<file path="src/rtl/bmtm_pkg.sv">
// ----------------------------------------------------------------------------
// bmtm_pkg
// Shared types and constants for the battery mean threshold monitor.
// ----------------------------------------------------------------------------
package bmtm_pkg;

  // Field widths fixed by the stream and register formats
  localparam int unsigned IN_SAMPLE_W = 12;
  localparam int unsigned LEVEL_W     = 12;
  localparam int unsigned MEAN_W      = 12;
  localparam int unsigned CYCLE_W     = 32;
  localparam int unsigned CFG_IDX_W   = 4;

  // Register indexes on the configuration channel
  localparam logic [CFG_IDX_W-1:0] REG_LEVEL_HIGH = 4'd0;
  localparam logic [CFG_IDX_W-1:0] REG_LEVEL_MID  = 4'd1;
  localparam logic [CFG_IDX_W-1:0] REG_LEVEL_LOW  = 4'd2;
  localparam logic [CFG_IDX_W-1:0] REG_HYSTERESIS = 4'd3;

  // Register reset values
  localparam logic [LEVEL_W-1:0] LEVEL_HIGH_RST = 12'd3000;
  localparam logic [LEVEL_W-1:0] LEVEL_MID_RST  = 12'd2900;
  localparam logic [LEVEL_W-1:0] LEVEL_LOW_RST  = 12'd2800;
  localparam logic [LEVEL_W-1:0] HYSTERESIS_RST = 12'd20;

  // Per-level alarm action reported with each result
  typedef enum logic [1:0] {
    ACT_NONE  = 2'd0,
    ACT_RAISE = 2'd1,
    ACT_CLEAR = 2'd2
  } action_t;

  // One level's threshold setup
  typedef struct packed {
    logic [LEVEL_W-1:0] level;
    logic [LEVEL_W-1:0] hyst;
  } level_cfg_t;

endpackage

</file>
<file path="src/rtl/bmtm_window.sv">
// ----------------------------------------------------------------------------
// bmtm_window
// Shift line of the last WINDOW samples with a running sum kept in step.
// ----------------------------------------------------------------------------
module bmtm_window #(
  parameter int unsigned WINDOW      = 20,
  parameter int unsigned SAMPLE_BITS = 12,
  parameter int unsigned SUM_W       = SAMPLE_BITS + $clog2(WINDOW)
) (
  input  logic                   clk,
  input  logic                   rst,
  input  logic                   load,
  input  logic [SAMPLE_BITS-1:0] sample,
  output logic [SUM_W-1:0]       sum
);

  logic [SAMPLE_BITS-1:0] taps [WINDOW];
  logic [SUM_W-1:0]       sum_next;

  // oldest sample drops out as the new one enters
  assign sum_next = sum - SUM_W'(taps[WINDOW-1]) + SUM_W'(sample);

  always_ff @(posedge clk) begin
    if (rst) begin
      sum <= '0;
      for (int i = 0; i < WINDOW; i++) begin
        taps[i] <= '0;
      end
    end else if (load) begin
      sum     <= sum_next;
      taps[0] <= sample;
      for (int i = 1; i < WINDOW; i++) begin
        taps[i] <= taps[i-1];
      end
    end
  end

endmodule

</file>
<file path="src/rtl/bmtm_level_judge.sv">
// ----------------------------------------------------------------------------
// bmtm_level_judge
// Hysteresis decision for one level: raise below level minus margin,
// clear above level, otherwise none.
// ----------------------------------------------------------------------------
module bmtm_level_judge #(
  parameter int unsigned MEAN_BITS = 12
) (
  input  logic [MEAN_BITS-1:0] mean,
  input  bmtm_pkg::level_cfg_t cfg,
  output bmtm_pkg::action_t    action
);

  localparam int unsigned CMP_W =
    (MEAN_BITS > bmtm_pkg::LEVEL_W) ? MEAN_BITS : bmtm_pkg::LEVEL_W;

  logic [bmtm_pkg::LEVEL_W-1:0] thr;
  logic [CMP_W-1:0]             mean_ext;

  // threshold saturates at zero when the margin exceeds the level
  assign thr      = (cfg.level > cfg.hyst) ? (cfg.level - cfg.hyst) : '0;
  assign mean_ext = CMP_W'(mean);

  always_comb begin
    priority if (mean_ext < CMP_W'(thr)) begin
      action = bmtm_pkg::ACT_RAISE;
    end else if (mean_ext > CMP_W'(cfg.level)) begin
      action = bmtm_pkg::ACT_CLEAR;
    end else begin
      action = bmtm_pkg::ACT_NONE;
    end
  end

endmodule

</file>
<file path="src/rtl/battery_mean_threshold_monitor_core.sv">
// ----------------------------------------------------------------------------
// battery_mean_threshold_monitor_core
// Windowed mean of battery ADC samples with three hysteresis alarm levels.
// ----------------------------------------------------------------------------
//
//  channel  direction  payload                                   transfer when
//  -------  ---------  ----------------------------------------  -----------------------
//  s_*      in         sample, cycle_number                      s_tvalid & s_tready
//  m_*      out        mean, on_battery, 3 actions, alarm_cycle  m_tvalid & m_tready
//  cfg_*    in         register index, 12-bit value              cfg_valid & cfg_ready
//
//  One item per clock sustained while the output is not stalled. An input transfer
//  updates the sample window and running sum in the window stage; the result register
//  then takes the mean (reciprocal multiply) and the level decisions.
//  Reset clears the window, the sum, the on-battery flag and the registers
//  to their defaults. A stalled output holds its result; the stage behind it
//  keeps one more item, so s_tready drops only when both are full.
//  cfg_ready is always high; out-of-range register indexes are ignored.
//
module battery_mean_threshold_monitor_core #(
  parameter int unsigned WINDOW      = 20,
  parameter int unsigned SAMPLE_BITS = 12
) (
  input  logic        clk,
  input  logic        rst,

  // input stream
  input  logic        s_tvalid,
  output logic        s_tready,
  input  logic [47:0] s_tdata,   // [11:0] sample, [43:12] cycle_number, [47:44] zero

  // result stream
  output logic        m_tvalid,
  input  logic        m_tready,
  output logic [55:0] m_tdata,   // [11:0] mean_voltage, [12] on_battery,
                                 // [14:13] high_action, [16:15] mid_action,
                                 // [18:17] low_action, [50:19] alarm_cycle,
                                 // [55:51] zero

  // configuration writes
  input  logic        cfg_valid,
  output logic        cfg_ready,
  input  logic [bmtm_pkg::CFG_IDX_W-1:0] cfg_index,
  input  logic [bmtm_pkg::LEVEL_W-1:0]   cfg_data
);

  // Mean = sum / WINDOW as an exact reciprocal multiply:
  // M = ceil(2^S / WINDOW) with S = sum width + ceil(log2 WINDOW) is exact
  // for every sum the window can hold.
  localparam int unsigned SUM_W  = SAMPLE_BITS + $clog2(WINDOW);
  localparam int unsigned DIV_SH = SUM_W + $clog2(WINDOW);
  localparam int unsigned MUL_W  = SUM_W + 1;
  localparam int unsigned PROD_W = SUM_W + MUL_W;
  localparam logic [63:0] DIV_MUL_FULL =
    ((64'd1 << DIV_SH) + 64'(WINDOW) - 64'd1) / 64'(WINDOW);
  localparam logic [MUL_W-1:0] DIV_MUL = DIV_MUL_FULL[MUL_W-1:0];
  localparam int unsigned MEAN_EXT_W =
    (SAMPLE_BITS > bmtm_pkg::MEAN_W) ? SAMPLE_BITS : bmtm_pkg::MEAN_W;

  // configuration registers
  logic [bmtm_pkg::LEVEL_W-1:0] level_high;
  logic [bmtm_pkg::LEVEL_W-1:0] level_mid;
  logic [bmtm_pkg::LEVEL_W-1:0] level_low;
  logic [bmtm_pkg::LEVEL_W-1:0] hysteresis;

  // window stage
  logic                         s1_valid;
  logic [bmtm_pkg::CYCLE_W-1:0] s1_cycle;
  logic [SUM_W-1:0]             s1_sum;
  logic                         s1_load;
  logic                         s1_advance;
  logic [SAMPLE_BITS-1:0]       in_sample;

  // mean and decisions
  logic [PROD_W-1:0]      prod;
  logic [SAMPLE_BITS-1:0] mean;
  logic [MEAN_EXT_W-1:0]  mean_ext;
  bmtm_pkg::level_cfg_t   cfg_high, cfg_mid, cfg_low;
  bmtm_pkg::action_t      act_high, act_mid, act_low;
  logic                   any_raise;
  logic                   battery_flag;
  logic                   battery_flag_next;

  // result register
  logic [bmtm_pkg::MEAN_W-1:0]  out_mean;
  logic                         out_on_battery;
  bmtm_pkg::action_t            out_high, out_mid, out_low;
  logic [bmtm_pkg::CYCLE_W-1:0] out_cycle;

  // ---------------- configuration ----------------
  assign cfg_ready = 1'b1;

  always_ff @(posedge clk) begin
    if (rst) begin
      level_high <= bmtm_pkg::LEVEL_HIGH_RST;
      level_mid  <= bmtm_pkg::LEVEL_MID_RST;
      level_low  <= bmtm_pkg::LEVEL_LOW_RST;
      hysteresis <= bmtm_pkg::HYSTERESIS_RST;
    end else if (cfg_valid && cfg_ready) begin
      unique case (cfg_index)
        bmtm_pkg::REG_LEVEL_HIGH: level_high <= cfg_data;
        bmtm_pkg::REG_LEVEL_MID:  level_mid  <= cfg_data;
        bmtm_pkg::REG_LEVEL_LOW:  level_low  <= cfg_data;
        bmtm_pkg::REG_HYSTERESIS: hysteresis <= cfg_data;
        default: ;
      endcase
    end
  end

  // ---------------- handshake ----------------
  // stage 1 moves on when the result register is empty or being drained
  assign s1_advance = s1_valid && (!m_tvalid || m_tready);
  assign s_tready   = !s1_valid || s1_advance;
  assign s1_load    = s_tvalid && s_tready;

  // narrower sample width masks the field, wider zero-extends it
  assign in_sample = SAMPLE_BITS'(s_tdata[bmtm_pkg::IN_SAMPLE_W-1:0]);

  bmtm_window #(
    .WINDOW      (WINDOW),
    .SAMPLE_BITS (SAMPLE_BITS),
    .SUM_W       (SUM_W)
  ) u_window (
    .clk    (clk),
    .rst    (rst),
    .load   (s1_load),
    .sample (in_sample),
    .sum    (s1_sum)
  );

  always_ff @(posedge clk) begin
    if (rst) begin
      s1_valid <= 1'b0;
    end else if (s1_load) begin
      s1_valid <= 1'b1;
    end else if (s1_advance) begin
      s1_valid <= 1'b0;
    end
  end

  always_ff @(posedge clk) begin
    if (s1_load) begin
      s1_cycle <= s_tdata[bmtm_pkg::IN_SAMPLE_W +: bmtm_pkg::CYCLE_W];
    end
  end

  // ---------------- mean and level checks ----------------
  assign prod     = PROD_W'(s1_sum) * PROD_W'(DIV_MUL);
  assign mean     = prod[DIV_SH +: SAMPLE_BITS];
  assign mean_ext = MEAN_EXT_W'(mean);

  assign cfg_high = '{level: level_high, hyst: hysteresis};
  assign cfg_mid  = '{level: level_mid,  hyst: hysteresis};
  assign cfg_low  = '{level: level_low,  hyst: hysteresis};

  bmtm_level_judge #(.MEAN_BITS(SAMPLE_BITS)) u_judge_high (
    .mean (mean), .cfg (cfg_high), .action (act_high)
  );
  bmtm_level_judge #(.MEAN_BITS(SAMPLE_BITS)) u_judge_mid (
    .mean (mean), .cfg (cfg_mid), .action (act_mid)
  );
  bmtm_level_judge #(.MEAN_BITS(SAMPLE_BITS)) u_judge_low (
    .mean (mean), .cfg (cfg_low), .action (act_low)
  );

  assign any_raise = (act_high == bmtm_pkg::ACT_RAISE) ||
                     (act_mid  == bmtm_pkg::ACT_RAISE) ||
                     (act_low  == bmtm_pkg::ACT_RAISE);

  // high level drives the on-battery flag with the same hysteresis
  always_comb begin
    unique case (act_high)
      bmtm_pkg::ACT_RAISE: battery_flag_next = 1'b1;
      bmtm_pkg::ACT_CLEAR: battery_flag_next = 1'b0;
      default:             battery_flag_next = battery_flag;
    endcase
  end

  always_ff @(posedge clk) begin
    if (rst) begin
      battery_flag <= 1'b0;
    end else if (s1_advance) begin
      battery_flag <= battery_flag_next;
    end
  end

  // ---------------- result register ----------------
  always_ff @(posedge clk) begin
    if (rst) begin
      m_tvalid <= 1'b0;
    end else if (s1_advance) begin
      m_tvalid <= 1'b1;
    end else if (m_tready) begin
      m_tvalid <= 1'b0;
    end
  end

  always_ff @(posedge clk) begin
    if (s1_advance) begin
      out_mean       <= mean_ext[bmtm_pkg::MEAN_W-1:0];
      out_on_battery <= battery_flag_next;
      out_high       <= act_high;
      out_mid        <= act_mid;
      out_low        <= act_low;
      out_cycle      <= any_raise ? s1_cycle : '0;
    end
  end

  assign m_tdata = {5'b0, out_cycle, out_low, out_mid, out_high,
                    out_on_battery, out_mean};

endmodule

</file>
<file path="config.mk">
export PLATFORM = sky130hd
export DESIGN_NAME = battery_mean_threshold_monitor_core
export DESIGN_NICKNAME = d
export VERILOG_FILES = /design/src/rtl/bmtm_pkg.sv /design/src/rtl/bmtm_window.sv /design/src/rtl/bmtm_level_judge.sv /design/src/rtl/battery_mean_threshold_monitor_core.sv
export SDC_FILE = /design/constraint.sdc
export NUM_CORES = 1
export LEC_CHECK = 0
export BUFFER_PORTS_ARGS = -buffer_cell sky130_fd_sc_hd__buf_2
export CORE_ASPECT_RATIO = 1.2
export CORE_MARGIN = 1
export CORE_UTILIZATION = 40
export CTS_CLUSTER_SIZE = 40
export DETAILED_ROUTE_END_ITERATION = 8
export HOLD_SLACK_MARGIN = 0.02
export PLACE_DENSITY = 0.61
export RECOVER_POWER = 100
export SLEW_MARGIN = 10
export SYNTH_ARGS = -nofsm -noshare
export SYNTH_HDL_FRONTEND = slang
export SYNTH_HIERARCHICAL = 1
export SYNTH_SLANG_ARGS = --single-unit
</file>
<file path="constraint.sdc">
create_clock -name clk -period 15.2 [get_ports clk]
set_input_delay 3.04 -clock clk [delete_from_list [all_inputs] [get_ports clk]]
set_output_delay 3.04 -clock clk [all_outputs]
set_load 0.02 [all_outputs]
</file>
* Word level (Yosys, flattened, before mapping)
Memories as Yosys holds them, arrays and structs flattened. Index checks and enable logic that the tools add are counted.
Storage, ports and cells: register bits after elaboration 151, RAM bits 240, output and inout bits 59, word-level logic and storage cells 112, memories kept 1
Memories:
- u_window.taps | words 20, width 12, rd ports 20, clocked after memory_dff 0, write ports 20, line bmtm_window.sv:17 | logic [SAMPLE_BITS-1:0] taps [WINDOW];
Operators by class: $add $sub $neg 5, $mul 1, $lt $le $gt $ge 9, equal/unequal tests 7, multiplexer cells 39, bitwise logic cells 20, reductions and logical operators 15
Operator list (number):
- 12-bit 2-to-1 mux | 23
- 12-bit > comparator | 6
- 12-bit less-than comparator | 3
- 12-bit subtractor | 3
- 17-bit by 16-bit multiplier with 32-bit output (second input constant) | 1
- 1-bit bitwise OR | 20
- 17-bit by 12-bit adder with 17-bit output | 1
- 17-bit by 12-bit subtractor with 17-bit output | 1
- 2-bit 2-to-1 mux | 6
- 1-bit 2-to-1 mux | 9
- 4-bit by 2-bit equality test with 1-bit output (second input constant) | 2
- 2-bit AND reduction | 4
- 2-bit by 1-bit equality test with 1-bit output (second input constant) | 3
- 4-bit by 1-bit equality test with 1-bit output (second input constant) | 1
- 4-bit logical NOT | 1
- 1-bit logical OR | 4
- 2-bit nonzero test | 2
- 2-bit equality test (second input constant) | 1
- 1-bit logical AND | 2
- 1-bit logical NOT | 2
- 1-bit one-hot mux with 2 select lines | 1

* Longest topological paths before layout
Gate-level depths: netlist of run 1.
depth in word-level cells 9, depth in mapped cells 32, mapped depth without buffers 32

* By module
Netlist of run 1, hierarchy kept.
Modules (own cells, without submodules):
- bmtm_window | times used 1, cells each 743, area each 10610.2 µm², seq. area each 7547.2 µm²
- battery_mean_threshold_monitor_core | times used 1, cells each 808, area each 9366.5 µm², seq. area each 3513.4 µm²
- bmtm_level_judge (u_judge_low) | times used 1, cells each 180, area each 1280.0 µm², seq. area each 0.0 µm²
- bmtm_level_judge (u_judge_mid) | times used 1, cells each 166, area each 1244.9 µm², seq. area each 0.0 µm²
- bmtm_level_judge (u_judge_high) | times used 1, cells each 155, area each 1164.9 µm², seq. area each 0.0 µm²

* Least setup slack after synthesis of run 1
OpenSTA, ideal clock, no wires.
path kind input to register, start point in m_tready, end point mem u_window.taps[0][0], enable pin, arrival 9.299 ns, data required time 14.606 ns, path slack 5.306 ns, stages 6, buffers on the path 1, path through nor2b_1 -> nand2_1 -> and2_1 -> clkbuf_1 -> nor2_1 -> inv_1
RTL lines:
- start, declared | line battery_mean_threshold_monitor_core.sv:34 | input logic m_tready,
- end, declared | line bmtm_window.sv:17

==> flow_metrics.env, run 1 <==
export IMPL_synth_area_sq_um=23700
export IMPL_hpwl_um=34800
export IMPL_hold_buffers=0
export IMPL_tightest_slew_ns=4.21
export IMPL_netlist_cell_type_count=88
export IMPL_reg2reg_slack_ns=5.20
export IMPL_drc_errors=0
export IMPL_clkTransAtPathRegs_ns=0.07
export IMPL_grt_ovfl_total=0
export IMPL_synth_top_cell_area_share_pct=41.0
export IMPL_slew_headroom_pct=-180
export IMPL_fin_skew_ns=0.0593
export IMPL_critical_path_max_fanout=164
export IMPL_grt_pass1_wl_um=78600
export IMPL_rsz0062_at_grt="false"
export IMPL_grt_pass1_vias=15122
export IMPL_routedWlPerCell_um=16.3
export IMPL_status="finished with violations"
export IMPL_dieArea_sq_um=60100
export IMPL_dr_pass1_iters=4
export IMPL_antenna_found_initial=1
export IMPL_synth_area_per_cell_sq_um=11.5
export IMPL_clock_root_buffer="clkbuf_16"
export IMPL_crit_type="in2reg"
export IMPL_postSynthCellCount=2052
export IMPL_place_gp_congestion=0.880
export IMPL_top_layer_used="met5"
export IMPL_postRouteAntennaNets=0
export IMPL_drv_cap=8
export IMPL_async_flop_share_pct=0
export IMPL_crit_required_ns=15.25
export IMPL_htree_levels=2
export IMPL_clkSinkCount=391
export IMPL_met1_length_um=22300
export IMPL_grt_max_degree=165
export IMPL_port_buffers=117
export IMPL_clk_latency_ns=0.60
export IMPL_drt_vias_per_instance=4.97
export IMPL_die_x_um=224
export IMPL_min_period_ns=10.21
export IMPL_min_path_type="reg2reg"
export IMPL_drt_total_wl_um=49000
export IMPL_diodes=0
export IMPL_finalCritPeriodShare_pct=67.2
export IMPL_crit_path_end_kind="flip-flop"
export IMPL_core_sq_um=58400
export IMPL_die_height_um=268
export IMPL_syn2layout_area_growth_pct=11.4
export IMPL_yosys_area_top_type="edfxtp_1"
export IMPL_start_kind="input pin"
export IMPL_wl_met2_um=23100
export IMPL_cts_tree="yes"
export IMPL_violations="capacitance limit, slew limit"
export IMPL_synth_edff_count=323
export IMPL_hold_viol=0
export IMPL_start_util_pct=40.5
export IMPL_clk_path_buf_depth=3
export IMPL_drive_gt1_share_pct=7.21
export IMPL_ios=128
export IMPL_drt_initial_drc_count=830
export IMPL_synth_seq_cells=391
export IMPL_ys_top_cells_by_area="edfxtp_1 (41%), ha_1 (13%), fa_1 (8.6%)"
export IMPL_synth_top_flop_cell="edfxtp_1"
export IMPL_slew_viol_final=357
export IMPL_post_cts_resized=0
export IMPL_max_freq_ghz=0.0980
export IMPL_post_cts_buffers=0
export IMPL_rows=97
export IMPL_wl_met3_um=2200
export IMPL_fin_setup_tns_ns=0
export IMPL_critPathArrivalTime_ns=10.26
export IMPL_vias=14882
export IMPL_ys_warn_count=6
export IMPL_fin_nets=2600
export IMPL_ys_seq_area_share_pct=46.7
export IMPL_numCtsBuffers=42
export IMPL_grt_usage_pct=16.5
export IMPL_setup_viol=0
==> cell families (layout without fill, tap and decap cells) <==
logic type | Yosys count | in the layout | share of synthesized area, %
simple gates | 582 | 582 | 13.8
flops | 391 | 391 | 46.7
buf+inv | 366 | 514 | 5.99
fa+ha+maj | 355 | 355 | 22.0
compound gates | 280 | 280 | 8.38
xor+xnor | 41 | 41 | 1.52
mux | 35 | 35 | 1.51
other cells | 2 | 6 | 0.0317
==> sequential cells by signal, indices dropped and copies added, names as in the netlist, 12 cells and up <==
signal         flops
u_window/sum      17
level_low         12
level_mid         12
out_cycle         32
u_window/taps    240
s1_cycle          32
out_mean          12
level_high        12
hysteresis        12
==> Yosys cell counts, drive strengths merged, types with 29 or more instances <==
cell type and count:
dfxtp 68, inv 306, nor2b 80, nor2 99, a21o 41, a21oi 78, o21ai 45, and2 210
clkbuf 43, edfxtp 323, fa 102, ha 253, nand2 62, xnor2 29, mux2i 33
==> metrics by stage <==
step / cell area [sq um] / cells / util, % / setup slack, ns / hold WS, ns
2_1_floorplan: 23700 / 2056 / - / 5.31 / 0.453
3_3_place_gp: 25200 / 2924 / 43.1 / 6.64 / 0.468
3_5_place_dp: 25200 / 2924 / 43.1 / 6.58 / 0.476
4_1_cts: 26500 / 2996 / 45.5 / 6.56 / 0.478
5_1_grt: 26400 / 2996 / 45.2 / 4.28 / 0.496
6_report: 26400 / 2996 / 45.2 / 4.99 / 0.478
==> area by class of cell <==
class | count | area, sq um
timing repair buffer | 136 | 612
multi-input combinational | 1299 | 11200
clock inverter | 25 | 290
clock buffer | 47 | 1070
inverter | 306 | 1160
fill | 5446 | 32000
sequential | 391 | 11100
tap | 792 | 991
==> path summary, 6_finish.rpt <==
path                                                           from                             endpoint  cells past startpoint
worst max-delay path                                       m_tready  u_window/taps[0][187]$_SDFFCE_PN0P_                      8
worst min-delay path            u_window/taps[0][154]$_SDFFCE_PN0P_  u_window/taps[0][166]$_SDFFCE_PN0P_                      1
worst max register to register         u_window/sum[6]$_SDFFE_PP0P_          out_cycle[17]$_SDFFCE_PN0P_                     28
worst min register to register  u_window/taps[0][154]$_SDFFCE_PN0P_  u_window/taps[0][166]$_SDFFCE_PN0P_                      1
==> placed cells by master (no fill, tap or decap), types with 62 or more instances in the layout <==
| cell type | n |
|---|---|
| and2_1 | 100 |
| clkbuf_1 | 72 |
| ha_1 | 253 |
| fa_1 | 102 |
| dfxtp_1 | 68 |
| nor2b_1 | 79 |
| nor2_1 | 99 |
| nand2_1 | 62 |
| buf_2 | 63 |
| edfxtp_1 | 323 |
| a21oi_1 | 73 |
| and2_0 | 110 |
| inv_1 | 305 |
==> critical path: stages <==
cell and delay [ns]:
buf_2 0.08, nor2b_1 0.06, nand2_1 0.10, and2_0 1.16, clkbuf_1 1.47, nor2_1 0.39, inv_8 0.79, clkbuf_1 3.02
==> per-layer routing <==
metal	vias to the layer above	global-route usage, %
met4	2	5.94
met3	85	2.69
li1	7268	-
met1	7247	21.4
met5	-	0
met2	280	27.9
Power of run 1 is not shown: default switching activity piles up to over one toggle a cycle in this logic, so the estimate is an artifact.
==> inputs of run 2 (changes only) <==
--- a/config.mk
+++ b/config.mk
@@ -5,6 +5,7 @@
 export SDC_FILE = /design/constraint.sdc
 export NUM_CORES = 1
 export LEC_CHECK = 0
+export ABC_AREA = 1
 export BUFFER_PORTS_ARGS = -buffer_cell sky130_fd_sc_hd__buf_2
 export CORE_ASPECT_RATIO = 1.2
 export CORE_MARGIN = 1
@@ -12,7 +13,7 @@
 export CTS_CLUSTER_SIZE = 40
 export DETAILED_ROUTE_END_ITERATION = 8
 export HOLD_SLACK_MARGIN = 0.02
-export PLACE_DENSITY = 0.61
+export PLACE_DENSITY = 0.63
 export RECOVER_POWER = 100
 export SLEW_MARGIN = 10
 export SYNTH_ARGS = -nofsm -noshare
==> constraint.sdc (replaced) <==
create_clock -name clk -period 8.7 [get_ports clk]
set_input_delay 1.74 -clock clk [delete_from_list [all_inputs] [get_ports clk]]
set_output_delay 1.74 -clock clk [all_outputs]
set_load 0.02 [all_outputs]
==> flow_metrics.env, run 2 <==
export IMPL_synth_seq_cells=391
export IMPL_post_cts_resized=0
export IMPL_htree_levels=2
export IMPL_clk_latency_ns=0.56
export IMPL_synth_area_sq_um=24900
export IMPL_crit_type="reg2reg"
export IMPL_clock_root_buffer="clkbuf_16"
export IMPL_cts_tree="yes"
export IMPL_multiInputGateArea_sq_um=10700
export IMPL_postSynthCellCount=2751
export IMPL_critPathTopFamily="adder cells"
export IMPL_layout_commonest_cell="inv_1"
export IMPL_grt_usage_pct=16.7
export IMPL_drt_total_wl_um=52700
export IMPL_worst_path_buf_inv=9
export IMPL_port_buffers=117
export IMPL_syn2layout_area_growth_pct=10.2
export IMPL_largest_reg_flops=240
export IMPL_ios=128
export IMPL_met1_usage_pct=20.2
export IMPL_dr_pass1_iters=5
export IMPL_max_freq_ghz=0.126
export IMPL_numCtsBuffers=40
export IMPL_fin_nets=3300
export IMPL_tightest_slew_ns=3.87
export IMPL_start_kind="flip-flop"
export IMPL_ys_top_cells_by_area="edfxtp_1 (39%), ha_1 (13%), inv_1 (11%)"
export IMPL_grt_pass1_wl_um=83700
export IMPL_async_flop_share_pct=0
export IMPL_diodes=0
export IMPL_ys_seq_area_share_pct=44.4
export IMPL_grt_ovfl_total=0
export IMPL_grt_max_degree=192
export IMPL_drive_gt1_share_pct=6.84
export IMPL_yosys_area_top_type="edfxtp_1"
export IMPL_grt_use_met2_pct=30.1
export IMPL_critical_path_max_fanout=32
export IMPL_rows=99
export IMPL_setup_viol=0
export IMPL_slowest_delay_ns=0.63
export IMPL_violations="capacitance limit, slew limit"
export IMPL_layout_common_cells="inv_1 (716), nand2_1 (445), nor2_1 (356), edfxtp_1 (323), ha_1 (253)"
export IMPL_reg_top3="u_window/taps x240, out_cycle x32, s1_cycle x32"
export IMPL_synth_edff_count=323
export IMPL_grt_busiest_layer="met2"
export IMPL_slew_headroom_pct=-158
export IMPL_clkTransAtPathRegs_ns=0.06
export IMPL_post_cts_buffers=0
export IMPL_min_path_type="reg2reg"
export IMPL_regArea_sq_um=11100
export IMPL_fin_setup_tns_ns=0
export IMPL_core_sq_um=61200
export IMPL_routedWlPerCell_um=14.2
export IMPL_finalCritPeriodShare_pct=91.1
export IMPL_vias=16947
export IMPL_synthTopCellsByCount="inv_1 (716), nand2_1 (445), nor2_1 (355)"
export IMPL_critPathArrivalTime_ns=8.23
export IMPL_status="finished with violations"
export IMPL_hold_viol=0
export IMPL_min_period_ns=7.93
export IMPL_synth_most_common_cell="inv_1"
export IMPL_ys_warn_count=6
export IMPL_die_height_um=275
export IMPL_crit_required_ns=9.00
export IMPL_synth_top_cell_area_share_pct=39.0
export IMPL_die_x_um=230
export IMPL_rsz0062_at_grt="false"
export IMPL_synth_top_flop_cell="edfxtp_1"
export IMPL_drt_initial_drc_count=860
export IMPL_drt_vias_per_instance=4.56
export IMPL_clk_path_buf_depth=3
export IMPL_top_register="u_window/taps"
export IMPL_antenna_found_initial=0
export IMPL_crit_slowest_cell="dfxtp_1"
export IMPL_slew_viol_final=388
export IMPL_nFillCells=6046
export IMPL_start_util_pct=40.7
export IMPL_hold_buffers=0
export IMPL_drc_errors=0
export IMPL_drv_cap=5
export IMPL_netlist_cell_type_count=56
export IMPL_clkSinkCount=391
export IMPL_dieArea_sq_um=63200
export IMPL_synth_area_per_cell_sq_um=9.05
export IMPL_crit_path_end_kind="flip-flop"
export IMPL_fin_skew_ns=0.0247
export IMPL_grt_pass1_vias=16347
export IMPL_hpwl_um=38600
export IMPL_grtUsageMet3_pct=2.01
export IMPL_postRouteAntennaNets=0
export IMPL_place_gp_congestion=0.899
-- run 2: changes by cell type after synthesis, sizes merged, moves of 33 or more --
cell    previous run  this run
nor2              99       362
nand2             62       463
inv              306       733
nor2b             80         1
nand3             27        99
a21o              41         5
mux2i             33         0
and2             210         2
a21oi             78       116
clkbuf            43         7
-- run 2: layout make-up --
cell class              count  share of cell area (%)
repair buffers            130                    2.12
clock buffers              57                    4.26
flip-flops and latches    391                    40.3
clock inverters            17                   0.433
multi-input cells        1578                    39.1
well taps                 808                    3.68
inverters                 735                    10.1
-- run 2: final timing paths --
| path | cells after the start | endpoint | startpoint | slack, ns |
|---|---|---|---|---|
| max | 32 | out_cycle[2]$_SDFFCE_PN0P_ | u_window/sum[9]$_SDFFE_PP0P_ | 0.77 |
| min | 2 | battery_flag$_SDFFE_PP0P_ | battery_flag$_SDFFE_PP0P_ | 0.47 |
| max reg2reg | 32 | out_cycle[2]$_SDFFCE_PN0P_ | u_window/sum[9]$_SDFFE_PP0P_ | 0.77 |
| min reg2reg | 2 | battery_flag$_SDFFE_PP0P_ | battery_flag$_SDFFE_PP0P_ | 0.47 |
-- run 2: logic make-up (layout without fill, tap and decap cells) --
family          Yosys count  in the layout  share of synthesized area [%]
flops                   391            391                           44.4
xor+xnor                 13             13                          0.457
fa+ha+maj               355            355                           20.9
buf+inv                 786            939                           12.4
other cells               2              6                         0.0302
simple gates            983            983                           16.5
compound gates          221            221                           5.24
-- run 2: worst reg2reg max path, delay by kind of cell, from the launching register on --
kind | cells | cell delay, ns
AOI/OAI and AO/OA | 5 | 0.81
adders and majority gates | 9 | 3.78
buffers and inverters | 9 | 1.26
DFF | 1 | 0.63
and+or+nand+nor | 9 | 1.20
-- run 2: through the flow --
stage | instance area [sq um] | hold slack, ns | setup WS [ns] | cells | utilization, %
floorplan | 24900 | 0.444 | 2.16 | 2755 | -
global placement | 26300 | 0.453 | 1.01 | 3642 | 43.0
detailed placement | 26300 | 0.463 | 0.894 | 3642 | 43.0
CTS | 27600 | 0.473 | 0.844 | 3716 | 45.1
global route | 27400 | 0.497 | 0.210 | 3716 | 44.8
finish | 27400 | 0.471 | 0.770 | 3716 | 44.8
-- run 2: metal layers --
layer,share of wire (%),up-vias
met2,50,243
met5,0,-
li1,-,8792
met1,43,7817
met4,3.7,0
met3,3.1,95
Power of run 2 is left out for the same reason.
